## config.mk

```make
export PLATFORM = sky130hd
export DESIGN_NAME = printer_reply_handshake_filter_core
export DESIGN_NICKNAME = d
export VERILOG_FILES = /design/src/design/phrf_pkg.sv /design/src/design/phrf_front.sv /design/src/design/phrf_queue.sv /design/src/design/phrf_back.sv /design/src/design/printer_reply_handshake_filter_core.sv
export SDC_FILE = /design/constraint.sdc
export NUM_CORES = 1
export LEC_CHECK = 0
export ABC_AREA = 1
export BUFFER_PORTS_ARGS = -buffer_cell sky130_fd_sc_hd__buf_2
export CORE_MARGIN = 3
export CORE_UTILIZATION = 60
export CTS_CLUSTER_DIAMETER = 60
export DETAILED_ROUTE_END_ITERATION = 7
export PLACE_DENSITY = 0.78
export REMOVE_ABC_BUFFERS = 1
export SYNTH_ARGS = -nofsm -noshare
export SYNTH_HDL_FRONTEND = slang
export SYNTH_HIERARCHICAL = 1
export SYNTH_SLANG_ARGS = --single-unit
```

## constraint.sdc

```tcl
create_clock -name clk_i -period 5.3 [get_ports clk_i]
set_clock_uncertainty 0.15 [all_clocks]
set_input_delay 0.265 -clock clk_i [delete_from_list [all_inputs] [get_ports clk_i]]
set_output_delay 0.265 -clock clk_i [all_outputs]
set_load 0.02 [all_outputs]
```

## src/design/phrf_pkg.sv

```systemverilog
// Shared types and constants for the printer reply handshake filter.
`timescale 1ns / 1ps

package phrf_pkg;

  localparam int unsigned MaxBeats = 3;
  localparam int unsigned QDepth = 4;
  localparam int unsigned QAddrW = $clog2(QDepth);
  localparam int unsigned QCntW = $clog2(QDepth + 1);

  localparam logic [7:0] ByteAck = 8'h06;
  localparam logic [7:0] ByteMark = 8'hFF;
  localparam logic [7:0] ByteCr = 8'h0D;
  localparam logic [7:0] ByteNul = 8'h00;
  localparam logic [7:0] LetterS = 8'h53;
  localparam logic [7:0] LetterF = 8'h46;
  localparam logic [7:0] LetterU = 8'h55;

  localparam logic CfgIdxEnqAck = 1'b0;
  localparam logic CfgIdxParmrk = 1'b1;

  typedef enum logic [2:0] {
    EvKey   = 3'd0,
    EvEnq   = 3'd1,
    EvData  = 3'd2,
    EvOk    = 3'd3,
    EvFail  = 3'd4,
    EvBreak = 3'd5
  } event_e;

  typedef struct packed {
    logic [1:0]                  cnt;
    event_e [MaxBeats-1:0]       ev;
    logic [MaxBeats-1:0][7:0]    key;
  } bundle_t;

  typedef struct packed {
    logic empty;
    logic full;
  } q_status_t;

endpackage

```

## src/design/phrf_front.sv

```systemverilog
// Front part: accepts items, tracks the handshake state and builds result bundles.
`timescale 1ns / 1ps

module phrf_front (
  input  logic              clk_i,
  input  logic              rst_ni,
  input  logic              accept_i,
  input  logic              kind_i,
  input  logic [7:0]        rx_byte_i,
  input  logic              enq_ack_mode_i,
  input  logic              parmrk_mode_i,
  output logic              bundle_valid_o,
  output phrf_pkg::bundle_t bundle_o
);
  import phrf_pkg::*;

  typedef enum logic [1:0] {
    PhIdle      = 2'd0,
    PhWaitAck   = 2'd1,
    PhWaitReply = 2'd2,
    PhSpare     = 2'd3
  } phase_e;

  typedef enum logic [1:0] {
    EscNone  = 2'd0,
    EscMark  = 2'd1,
    EscMark0 = 2'd2,
    EscSpare = 2'd3
  } esc_e;

  phase_e     phase_q, phase_d;
  esc_e       esc_q, esc_d;
  logic [7:0] pend_q, pend_d;

  logic [1:0] n;
  bundle_t    b;
  logic       done;
  logic       active;
  logic       c_letter;
  logic       p_letter;

  always_comb begin
    phase_d  = phase_q;
    esc_d    = esc_q;
    pend_d   = pend_q;
    b        = '0;
    n        = 2'd0;
    done     = 1'b0;
    active   = (phase_q == PhWaitAck) || (phase_q == PhWaitReply);
    c_letter = (rx_byte_i == LetterS) || (rx_byte_i == LetterF) || (rx_byte_i == LetterU);
    p_letter = (pend_q == LetterS) || (pend_q == LetterF) || (pend_q == LetterU);

    if (!kind_i) begin
      esc_d  = EscNone;
      pend_d = '0;
      if (enq_ack_mode_i) begin
        phase_d = PhWaitAck;
        b.ev[0] = EvEnq;
      end else begin
        phase_d = PhWaitReply;
        b.ev[0] = EvData;
      end
      n = 2'd1;
    end else if (!active) begin
      b.ev[0]  = EvKey;
      b.key[0] = rx_byte_i;
      n = 2'd1;
    end else if (esc_q == EscMark) begin
      if (rx_byte_i != ByteNul) begin
        b.ev[0]  = EvKey;
        b.key[0] = ByteMark;
        b.ev[1]  = EvKey;
        b.key[1] = rx_byte_i;
        n = 2'd2;
        esc_d = EscNone;
      end else begin
        esc_d = EscMark0;
      end
    end else if (esc_q != EscNone) begin
      if (rx_byte_i != ByteNul) begin
        b.ev[0]  = EvKey;
        b.key[0] = ByteMark;
        b.ev[1]  = EvKey;
        b.key[1] = ByteNul;
        b.ev[2]  = EvKey;
        b.key[2] = rx_byte_i;
        n = 2'd3;
        esc_d = EscNone;
      end else begin
        phase_d = PhIdle;
        esc_d   = EscNone;
        pend_d  = '0;
        b.ev[0] = EvBreak;
        n = 2'd1;
      end
    end else begin
      if (phase_q == PhWaitAck) begin
        if (rx_byte_i == ByteAck) begin
          phase_d = PhWaitReply;
          pend_d  = '0;
          b.ev[0] = EvData;
          n = 2'd1;
          done = 1'b1;
        end
      end else if (pend_q != '0) begin
        if (rx_byte_i == ByteCr && p_letter) begin
          phase_d = PhIdle;
          esc_d   = EscNone;
          pend_d  = '0;
          b.ev[0] = (pend_q == LetterS) ? EvOk : EvFail;
          n = 2'd1;
          done = 1'b1;
        end else begin
          b.ev[0]  = EvKey;
          b.key[0] = pend_q;
          n = 2'd1;
          pend_d = '0;
        end
      end

      if (!done) begin
        if (phase_q == PhWaitReply && c_letter) begin
          pend_d = rx_byte_i;
        end else if (rx_byte_i == ByteNul && !parmrk_mode_i) begin
          phase_d = PhIdle;
          esc_d   = EscNone;
          pend_d  = '0;
          b.ev[n] = EvBreak;
          n = n + 2'd1;
        end else if (rx_byte_i == ByteMark && parmrk_mode_i) begin
          esc_d = EscMark;
        end else begin
          b.ev[n]  = EvKey;
          b.key[n] = rx_byte_i;
          n = n + 2'd1;
        end
      end
    end

    b.cnt = n;
  end

  assign bundle_o       = b;
  assign bundle_valid_o = accept_i && (n != 2'd0);

  always_ff @(posedge clk_i or negedge rst_ni) begin
    if (!rst_ni) begin
      phase_q <= PhIdle;
      esc_q   <= EscNone;
      pend_q  <= '0;
    end else if (accept_i) begin
      phase_q <= phase_d;
      esc_q   <= esc_d;
      pend_q  <= pend_d;
    end
  end

endmodule

```

## src/design/phrf_queue.sv

```systemverilog
// Short queue of result bundles between the front and back parts.
`timescale 1ns / 1ps

module phrf_queue (
  input  logic                clk_i,
  input  logic                rst_ni,
  input  logic                wr_i,
  input  phrf_pkg::bundle_t   wr_data_i,
  input  logic                rd_i,
  output phrf_pkg::bundle_t   rd_data_o,
  output phrf_pkg::q_status_t status_o
);
  import phrf_pkg::*;

  bundle_t             mem_q [QDepth];
  logic [QAddrW-1:0]   wr_ptr_q, rd_ptr_q;
  logic [QCntW-1:0]    cnt_q, cnt_d;
  logic                do_wr, do_rd;

  assign status_o.empty = (cnt_q == '0);
  assign status_o.full  = (cnt_q == QCntW'(QDepth));
  assign do_wr = wr_i && !status_o.full;
  assign do_rd = rd_i && !status_o.empty;
  assign rd_data_o = mem_q[rd_ptr_q];

  always_comb begin
    cnt_d = cnt_q;
    if (do_wr && !do_rd) begin
      cnt_d = cnt_q + QCntW'(1);
    end else if (do_rd && !do_wr) begin
      cnt_d = cnt_q - QCntW'(1);
    end
  end

  always_ff @(posedge clk_i or negedge rst_ni) begin
    if (!rst_ni) begin
      wr_ptr_q <= '0;
      rd_ptr_q <= '0;
      cnt_q    <= '0;
    end else begin
      cnt_q <= cnt_d;
      if (do_wr) begin
        wr_ptr_q <= wr_ptr_q + QAddrW'(1);
      end
      if (do_rd) begin
        rd_ptr_q <= rd_ptr_q + QAddrW'(1);
      end
    end
  end

  always_ff @(posedge clk_i) begin
    if (do_wr) begin
      mem_q[wr_ptr_q] <= wr_data_i;
    end
  end

endmodule

```

## src/design/phrf_back.sv

```systemverilog
// Back part: steps through the beats of the bundle at the head of the queue.
`timescale 1ns / 1ps

module phrf_back (
  input  logic                clk_i,
  input  logic                rst_ni,
  input  phrf_pkg::bundle_t   head_i,
  input  phrf_pkg::q_status_t q_status_i,
  input  logic                pop_i,
  output logic                q_rd_o,
  output logic [2:0]          event_res_o,
  output logic [7:0]          key_byte_o,
  output logic                last_o
);
  import phrf_pkg::*;

  logic [1:0] idx_q, idx_d;
  logic       take;

  assign event_res_o = 3'(head_i.ev[idx_q]);
  assign key_byte_o  = head_i.key[idx_q];
  assign last_o      = (idx_q == head_i.cnt - 2'd1);
  assign take        = pop_i && !q_status_i.empty;
  assign q_rd_o      = take && last_o;

  always_comb begin
    idx_d = idx_q;
    if (take) begin
      idx_d = last_o ? 2'd0 : idx_q + 2'd1;
    end
  end

  always_ff @(posedge clk_i or negedge rst_ni) begin
    if (!rst_ni) begin
      idx_q <= 2'd0;
    end else begin
      idx_q <= idx_d;
    end
  end

endmodule

```

## src/design/printer_reply_handshake_filter_core.sv

```systemverilog
// Top level of the printer reply handshake filter.
`timescale 1ns / 1ps

// Filters terminal receive bytes during a transparent print. Items enter through a
// queue-like port (push/full) and may arrive in every cycle while full is low; the
// front part updates the handshake state in the cycle of acceptance and files the
// one to three results of an item as one bundle in a four-entry queue, filing none
// for an item with no results. The back part hands out one result beat per cycle
// (empty/pop) while pop is high and empty is low, with last_o set on the final beat
// of each item, and frees the bundle on that beat. Configuration writes are registered.
module printer_reply_handshake_filter_core (
  input  logic       clk_i,
  input  logic       rst_ni,
  input  logic       cfg_we_i,
  input  logic       cfg_idx_i,
  input  logic       cfg_data_i,
  input  logic       push,
  output logic       full,
  input  logic       kind_i,
  input  logic [7:0] rx_byte_i,
  output logic       empty,
  input  logic       pop,
  output logic [2:0] event_res_o,
  output logic [7:0] key_byte_o,
  output logic       last_o
);
  import phrf_pkg::*;

  logic      enq_ack_mode_q;
  logic      parmrk_mode_q;
  logic      accept;
  logic      bundle_valid;
  bundle_t   bundle;
  bundle_t   head;
  q_status_t q_status;
  logic      q_rd;

  always_ff @(posedge clk_i or negedge rst_ni) begin
    if (!rst_ni) begin
      enq_ack_mode_q <= 1'b0;
      parmrk_mode_q  <= 1'b0;
    end else if (cfg_we_i) begin
      unique case (cfg_idx_i)
        CfgIdxEnqAck: enq_ack_mode_q <= cfg_data_i;
        CfgIdxParmrk: parmrk_mode_q  <= cfg_data_i;
        default: ;
      endcase
    end
  end

  assign full   = q_status.full;
  assign empty  = q_status.empty;
  assign accept = push && !full;

  phrf_front u_front (
    .clk_i          (clk_i),
    .rst_ni         (rst_ni),
    .accept_i       (accept),
    .kind_i         (kind_i),
    .rx_byte_i      (rx_byte_i),
    .enq_ack_mode_i (enq_ack_mode_q),
    .parmrk_mode_i  (parmrk_mode_q),
    .bundle_valid_o (bundle_valid),
    .bundle_o       (bundle)
  );

  phrf_queue u_queue (
    .clk_i     (clk_i),
    .rst_ni    (rst_ni),
    .wr_i      (bundle_valid),
    .wr_data_i (bundle),
    .rd_i      (q_rd),
    .rd_data_o (head),
    .status_o  (q_status)
  );

  phrf_back u_back (
    .clk_i       (clk_i),
    .rst_ni      (rst_ni),
    .head_i      (head),
    .q_status_i  (q_status),
    .pop_i       (pop),
    .q_rd_o      (q_rd),
    .event_res_o (event_res_o),
    .key_byte_o  (key_byte_o),
    .last_o      (last_o)
  );

`ifndef SYNTH
  a_start_gives_beat: assert property (@(posedge clk_i) disable iff (!rst_ni)
    (accept && !kind_i) |-> bundle_valid)
    else $error("Start item produced no result bundle.");

  a_more_beats_remain: assert property (@(posedge clk_i) disable iff (!rst_ni)
    (pop && !empty && !last_o) |=> !empty)
    else $error("Queue emptied before the last beat of an item.");

  a_head_nonempty: assert property (@(posedge clk_i) disable iff (!rst_ni)
    !empty |-> (head.cnt != 2'd0))
    else $error("Queued bundle holds no beats.");
`endif

endmodule

```

# Word level (Yosys, flattened, before mapping)
# Memory sizes are Yosys's and may differ from the RTL's.
# Cells that the tools add are included.
word_totals:
  mem_count: 1
  wordCells: 189
  ff_bits: 23
  output_inout_bits: 14
  ram_bits: 140
  input_bits: 16
op_classes:
  n_reduce_logical: 34
  n_addsub: 7
  muxes: 112
  order_cmp: 3
  n_eq_ne: 17
  n_bitwise: 6
memory_table:
  columns: ["name", "depth", "word_bits", "rd", "rd_clocked_by_memory_dff", "wr", "line", "source"]
  rows:
  - ["u_queue.mem_q", 4, 35, 1, 0, 1, "phrf_queue.sv:15", "bundle_t mem_q [QDepth];"]
ops:
  columns: ["cell", "count"]
  rows:
  - ["$mux W8", 22]
  - ["$mux W33", 4]
  - ["$mux W2", 43]
  - ["$mux W24", 3]
  - ["$eq A8 B7 Y1 const B", 6]
  - ["$mux W16", 3]
  - ["$mux W3", 16]
  - ["$bwmux W24", 1]
  - ["$mux W6", 3]
  - ["$bmux W8 S2", 1]
  - ["$demux W8 S2", 1]
  - ["$reduce_bool A8 Y1", 2]
  - ["$logic_and A1 B1 Y1", 13]
  - ["$mux W1", 12]
  - ["$and A3 B9 Y9", 1]
  - ["$mux W9", 1]
  - ["$not A9 Y9", 1]
  - ["$add A2 B1 Y2 const B", 4]
  - ["$eq A8 B3 Y1 const B", 1]
  - ["$eq A8 B4 Y1 const B", 1]
  - ["$eq A8 B8 Y1 const B", 1]
  - ["$logic_not A8 Y1", 1]
  - ["$bmux W3 S2", 1]
  - ["$demux W3 S2", 1]
  - ["other kinds (22)", 36]

# Depth between registers and ports, before layout
logic_depth:
  depth_word: 23
  depth_mapped: 26
  depth_no_buf: 26

# Modules after synthesis
# Netlist, hierarchy kept.
modules_own_cells:
  columns: ["mod", "cells_each", "area_each_um2", "n_inst"]
  rows:
  - ["phrf_queue", 469, 6059.6, 1]
  - ["phrf_front", 292, 1561.5, 1]
  - ["phrf_back", 81, 410.4, 1]
  - ["printer_reply_handshake_filter_core", 13, 93.8, 1]

# Worst setup path before layout
# No wires, ideal clock.
synth_timing:
  kind: "register to register"
  start: "register u_front.phase_q[0]"
  end: "memory u_queue/mem_q[0][0] (netlist name), enable pin"
  path_stages_with_launch: 17
  setup_ps: 427
  arrival_time_ps: 3374
  slack_ps: 1348
  n_path_buf: 0
  path_cell_list: "dfrtp_1 ha_1 inv_1 nand2_1 nand2_1 inv_1 ha_1 nand2_1 nand2_1 nand2_1 nand2_1 nand2_1 nand3_1 nand2_1 inv_1 nand2_1 nor2_1"
synth_via:
  elab_chain_cells: 20
  word_cells_on_any_way: 28
  cone_classes: "add/sub: 1; eq/ne: 2; mux: 20; reduce/logical: 5"
synth_lines:
  columns: ["item", "line", "source"]
  rows:
  - ["start, declared", "phrf_front.sv:31", "phase_e phase_q, phase_d;"]
  - ["start signal, assigned", "phrf_front.sv:148", "phase_q <= PhIdle;"]
  - ["start signal, assigned", "phrf_front.sv:152", "phase_q <= phase_d;"]
  - ["$eq A2 B1 Y1", "phrf_front.sv:49, phrf_front.sv:97", null]
  - ["$mux W2", "phrf_front.sv:97", "if (phase_q == PhWaitAck) begin"]
  - ["$mux W2", "phrf_front.sv:79", "end else if (esc_q != EscNone) begin"]
  - ["$mux W2", "phrf_front.sv:68", "end else if (esc_q == EscMark) begin"]
  - ["$mux W2", "phrf_front.sv:64", "end else if (!active) begin"]
  - ["$mux W2", "phrf_front.sv:53", "if (!kind_i) begin"]
  - ["$add A2 B1 Y2", "phrf_front.sv:129, phrf_front.sv:135", null]
  - ["$mux W2", "phrf_front.sv:130", "end else if (rx_byte_i == ByteMark && parmrk_mode_i) begin"]
  - ["[5 not listed]", null, null]
  - ["$mux W2 *", "phrf_front.sv:64", null]
  - ["$mux W2 *", "phrf_front.sv:53", null]
  - ["$reduce_bool A2 Y1 *", "phrf_front.sv:144", "assign bundle_valid_o = accept_i && (n != 2'd0);"]
  - ["$logic_and A1 B1 Y1 *", "phrf_front.sv:144", null]
  - ["via bundle_valid", "printer_reply_handshake_filter_core.sv:32", "logic bundle_valid;"]
  - ["$logic_and A1 B1 Y1 *", "phrf_queue.sv:22", "assign do_wr = wr_i && !status_o.full;"]
  - ["$mux W1 *", "phrf_queue.sv:52", "if (do_wr) begin"]
  - ["$mux W1 (implied by the code) *", "phrf_queue.sv:53", "mem_q[wr_ptr_q] <= wr_data_i;"]
  - ["end, declared", "phrf_queue.sv:15", null]
# Mark *: on every way through the listed nets, which the timed path passes. The rest lies on a longest branch. The select of a mux whose other input is x is not followed.

# Worst setup path after layout
layout_timing:
  start: "register u_front.phase_q[0]"
  end: "memory u_queue/mem_q[1][8] (netlist name), enable pin"
# Same word-level chain as after synthesis.

==> results by group <==
Run status
  • Status: completed

Critical path
  • Setup CP Type: reg2reg
  • R2r startpoint: u_front/phase_q[0]
  • Worst path most repeated cell: nand2_1
  • Reg2reg end: u_queue/mem_q[1][8]
  • Worst Path Max Fanout: 35
  • Delay of the slowest critical-path stage: 0.98 ns
  • R2R setup slack: 1.51 ns
  • CP Data Required Time: 5.18 ns
  • CP bufs+invs: 3
  • Crit start category: register
  • CP endpoint kind: register
  • Largest delay share family, worst path: simple AND/OR/NAND/NOR gates
  • CP Data Arrival Time: 3.67 ns
  • Max stage delay cell, worst path: nor2_4
  • Cell Chain, Critical Path: ha_1 > inv_1 > nand2_1 > nand2_1 > inv_1 > ha_1 > nand2_1 > nand2_1 > nand2_1 > nand2_1 > nand2_1 > nand3_1 > nand2_1 > inv_1 > nand2_1 > nor2_4
  • Worst Reg-to-Reg Cells: 16

Floorplanning
  • Die footprint: 14970 um2
  • Cell row count: 41
  • Starting density of the core: 62.85%
  • Io pins: 30
  • Die width: 122.4 um
  • Core Footprint: 12930 um2
  • Die height: 122.4 um

STA
  • Max-Slew Margin vs Limit: 21.52%
  • Tcrit/Tclk final: 71.54%
  • Final setup margin: 1.508 ns
  • Fmax: 263.7 MHz
  • Worst slew pin tran: 1.174 ns
  • Final hold violation count: 0
  • Fin. max-slew vios: 0
  • Setup_tns: 0 ns
  • Final setup viols: 0
  • RSZ-0062 raised after global routing: no
  • Tmin final: 3.792 ns

Clocking
  • Hold-fix buffers, CTS: 6
  • Clk root buf: clkbuf_16
  • Clock Latency Late Sink: 0.42 ns
  • Number of setup buffers added after CTS: 0
  • H-Tree Depth: 4
  • Worst-path clk slew: 0.06 ns
  • CTS max path bufs: 2
  • Clock Sinks: 163
  • TritonCTS clock tree: done
  • CTS buffer count: 17
  • CTS resizes: 0

Drt
  • DR WL met3: 1.077 mm
  • Total wire length: 17.64 mm
  • Vias per cell: 5.565
  • WL per Instance: 16.61 um
  • M1 wire length: 7.319 mm
  • DRC viols: 0
  • DR iter-0 viols: 576
  • Drt pass-1 iters: 5
  • Top Layer Used: met4
  • WL met2: 8.852 mm
  • Post-DRT Antenna Nets: 0
  • Vias: 5910

Power and ir drop
  • Max VDD drop: 267.5 uV
  • Total power: 4.759 mW
  • Flop pwr share: 39.5%
  • Pwr Density: 537.3 nW/um2
  • Net switching power: 1.904 mW
  • Proportion of power drawn by the clock network: 22.1%
  • Switching Share: 40.00%
  • Leak Pwr: 3.894 nW
  • Comb pwr share: 38.4%
  • P_int: 2.856 mW

GRT
  • GRT Util Overall: 24.74%
  • Initial antenna violation count: 0
  • Number of global-route vias before repair: 5646
  • Largest net degree at the start of global routing: 89
  • First-pass GRT wire length: 28.18 mm
  • Grt total ovfl: 0

Logic synthesis
  • Cell taking the most area after synthesis: edfxtp_1
  • Synth top cells by count: nand2_1, edfxtp_1, inv_1, o211ai_1, nor2_1
  • Largest family of logic cells by synthesized area: simple AND/OR/NAND/NOR gates
  • Gate Count Post-Synth: 855
  • Xor-xnor portion of the synthesized cell area: 0.1078%
  • Synth top area cells: edfxtp_1, nand2_1, dfrtp_1, inv_1, o211ai_1
  • Ys Warns: 6
  • Multiplexer share of the synthesized area: 0%
  • Top-count cell post-synth: nand2_1
  • Ys async rst share: 14.11%
  • #FFs+latches synth: 163
  • Post-synth EDFFs: 140
  • Share of the synthesized area in the top cell type: 51.74%
  • Synth Area per Inst: 9.503 um2
  • Post-synthesis sequential area ratio: 58.82%
  • Cell Area, Synth: 8125 um2
  • Distinct cells, synth: 36
  • Post-Synth Adder-Cell Area: 1.478%
  • Synth Flop Type: edfxtp_1
  • Simple-gate share of the synthesized area: 19.02%
  • Synth Area in Compound Gates: 10.70%

Place
  • Placed cells: 1025
  • IO Port Bufs: 29
  • Final Wtd Congestion: 0.9515
  • Post-DP Area: 8298 um2
  • Post-DP HPWL: 11.37 mm
  • Worst slack, placed: 1.516 ns

Layout
  • Antenna cells: 0
  • Fillers: 1011
  • Storage element area: 4780 um2
  • Cell area after layout: 8859 um2
  • Final nets: 903
  • Share of layout cells above drive strength 1: 10.67%
  • Area taken by multi-input logic gates: 2589 um2
  • Syn-to-layout area delta: 9.024%
  • Post-Layout Cell Count: 1062

Hold path
  • Worst Hold Depth: 4
  • Hold Crit Endpoint: enq_ack_mode_q
  • HP Class: in2reg
  • Min-Delay Startpoint: cfg_we_i

Run
  • Max cap viols: 0
[metrics by stage]
| step | hold WS, ns | utilization [%] |
|---|---|---|
| final | 0.01117 | 68.53 |
| after global placement | 0.1140 | 64.19 |
| after floorplan | -0.1806 | - |
| after global routing | 0.02249 | 68.53 |
| after detailed placement | 0.1247 | 64.19 |
| after CTS | 0.0003624 | 68.53 |
[worst register-to-register path, cell delays in order (launching register included)]
cell and delay, ns:
dfrtp_1 0.41, ha_1 0.28, inv_1 0.18, nand2_1 0.08, nand2_1 0.13, inv_1 0.10
ha_1 0.29, nand2_1 0.05, nand2_1 0.06, nand2_1 0.04, nand2_1 0.06, nand2_1 0.06
nand3_1 0.09, nand2_1 0.05, inv_1 0.10, nand2_1 0.28, nor2_4 0.98
[placed cells by master (no fill, tap or decap), drive strengths merged]
cell	n
a21oi	16
dlygate4sd3	6
nor3	4
clkbuf	18
nand2	265
nand3	40
clkinv	10
a32oi	1
fa	1
nor2	57
or2	1
ha	8
o32ai	1
edfxtp	140
dfrtp	23
o211ai	71
and3	1
inv	145
xnor2	1
conb	4
clkinvlp	3
o21ai	33
a2bb2oi	1
buf	32
nand4	8
[how the worst max path moves through the flow]
| stage | startpoint | to | slack [ns] | cells after the start |
|---|---|---|---|---|
| finish | u_front/phase_q[0] | u_queue/mem_q[1][8] | 1.51 | 16 |
| global route | u_front/phase_q[1] | u_queue/mem_q[3][28] | 1.16 | 17 |
| CTS | u_front/phase_q[0] | u_queue/mem_q[3][13] | 1.52 | 16 |
| detailed placement | rx_byte_i[3] | u_queue/mem_q[3][14] | 1.52 | 19 |
| global placement | rx_byte_i[3] | u_queue/mem_q[3][14] | 1.61 | 19 |
| floorplan | u_front/phase_q[0] | u_queue/mem_q[0][0] | 1.31 | 11 |
[power groups by stage]
stage,clock (mW),combinational [mW],sequential (mW)
final,1.05,1.83,1.88
after global routing,1.11,2.04,1.90
after CTS,1.06,1.83,1.88
after detailed placement,0,1.81,1.90
after global placement,0,1.75,1.88
after floorplan,0,1.25,1.89
[sequential cells by signal, indices dropped and copies added (netlist names)]
| signal | cells |
|---|---|
| u_queue/mem_q | 140 |
| u_front/pend_q | 8 |
| u_queue/cnt_q | 3 |
| u_back/idx_q | 2 |
| u_front/esc_q | 2 |
| u_front/phase_q | 2 |
| u_queue/rd_ptr_q | 2 |
| u_queue/wr_ptr_q | 2 |
| enq_ack_mode_q | 1 |
| parmrk_mode_q | 1 |
[metal layers]
layer	GRT usage [%]	vias to the layer above
li1	-	2864
met1	32.83	2799
met2	41.12	222
met3	3.825	25
met4	10.15	0
met5	0	-
[logic make-up after synthesis]
group,Yosys count
DFF,163
other,1
adders and majority gates,9
and+or+nand+nor,376
buffers and inverters,182
xor gates and xnor gates,1
AOI/OAI and AO/OA,123
[cell type report]
| class | count | area share (%) |
|---|---|---|
| Sequential cell | 163 | 53.95 |
| Multi-Input combinational cell | 513 | 29.22 |
| Inverter | 145 | 6.172 |
| Clock buffer | 18 | 4.845 |
| Timing Repair Buffer | 38 | 2.571 |
| Tap cell | 172 | 2.429 |
| Clock inverter | 13 | 0.8051 |
No activity file was read; power rests on OpenSTA's default activity.
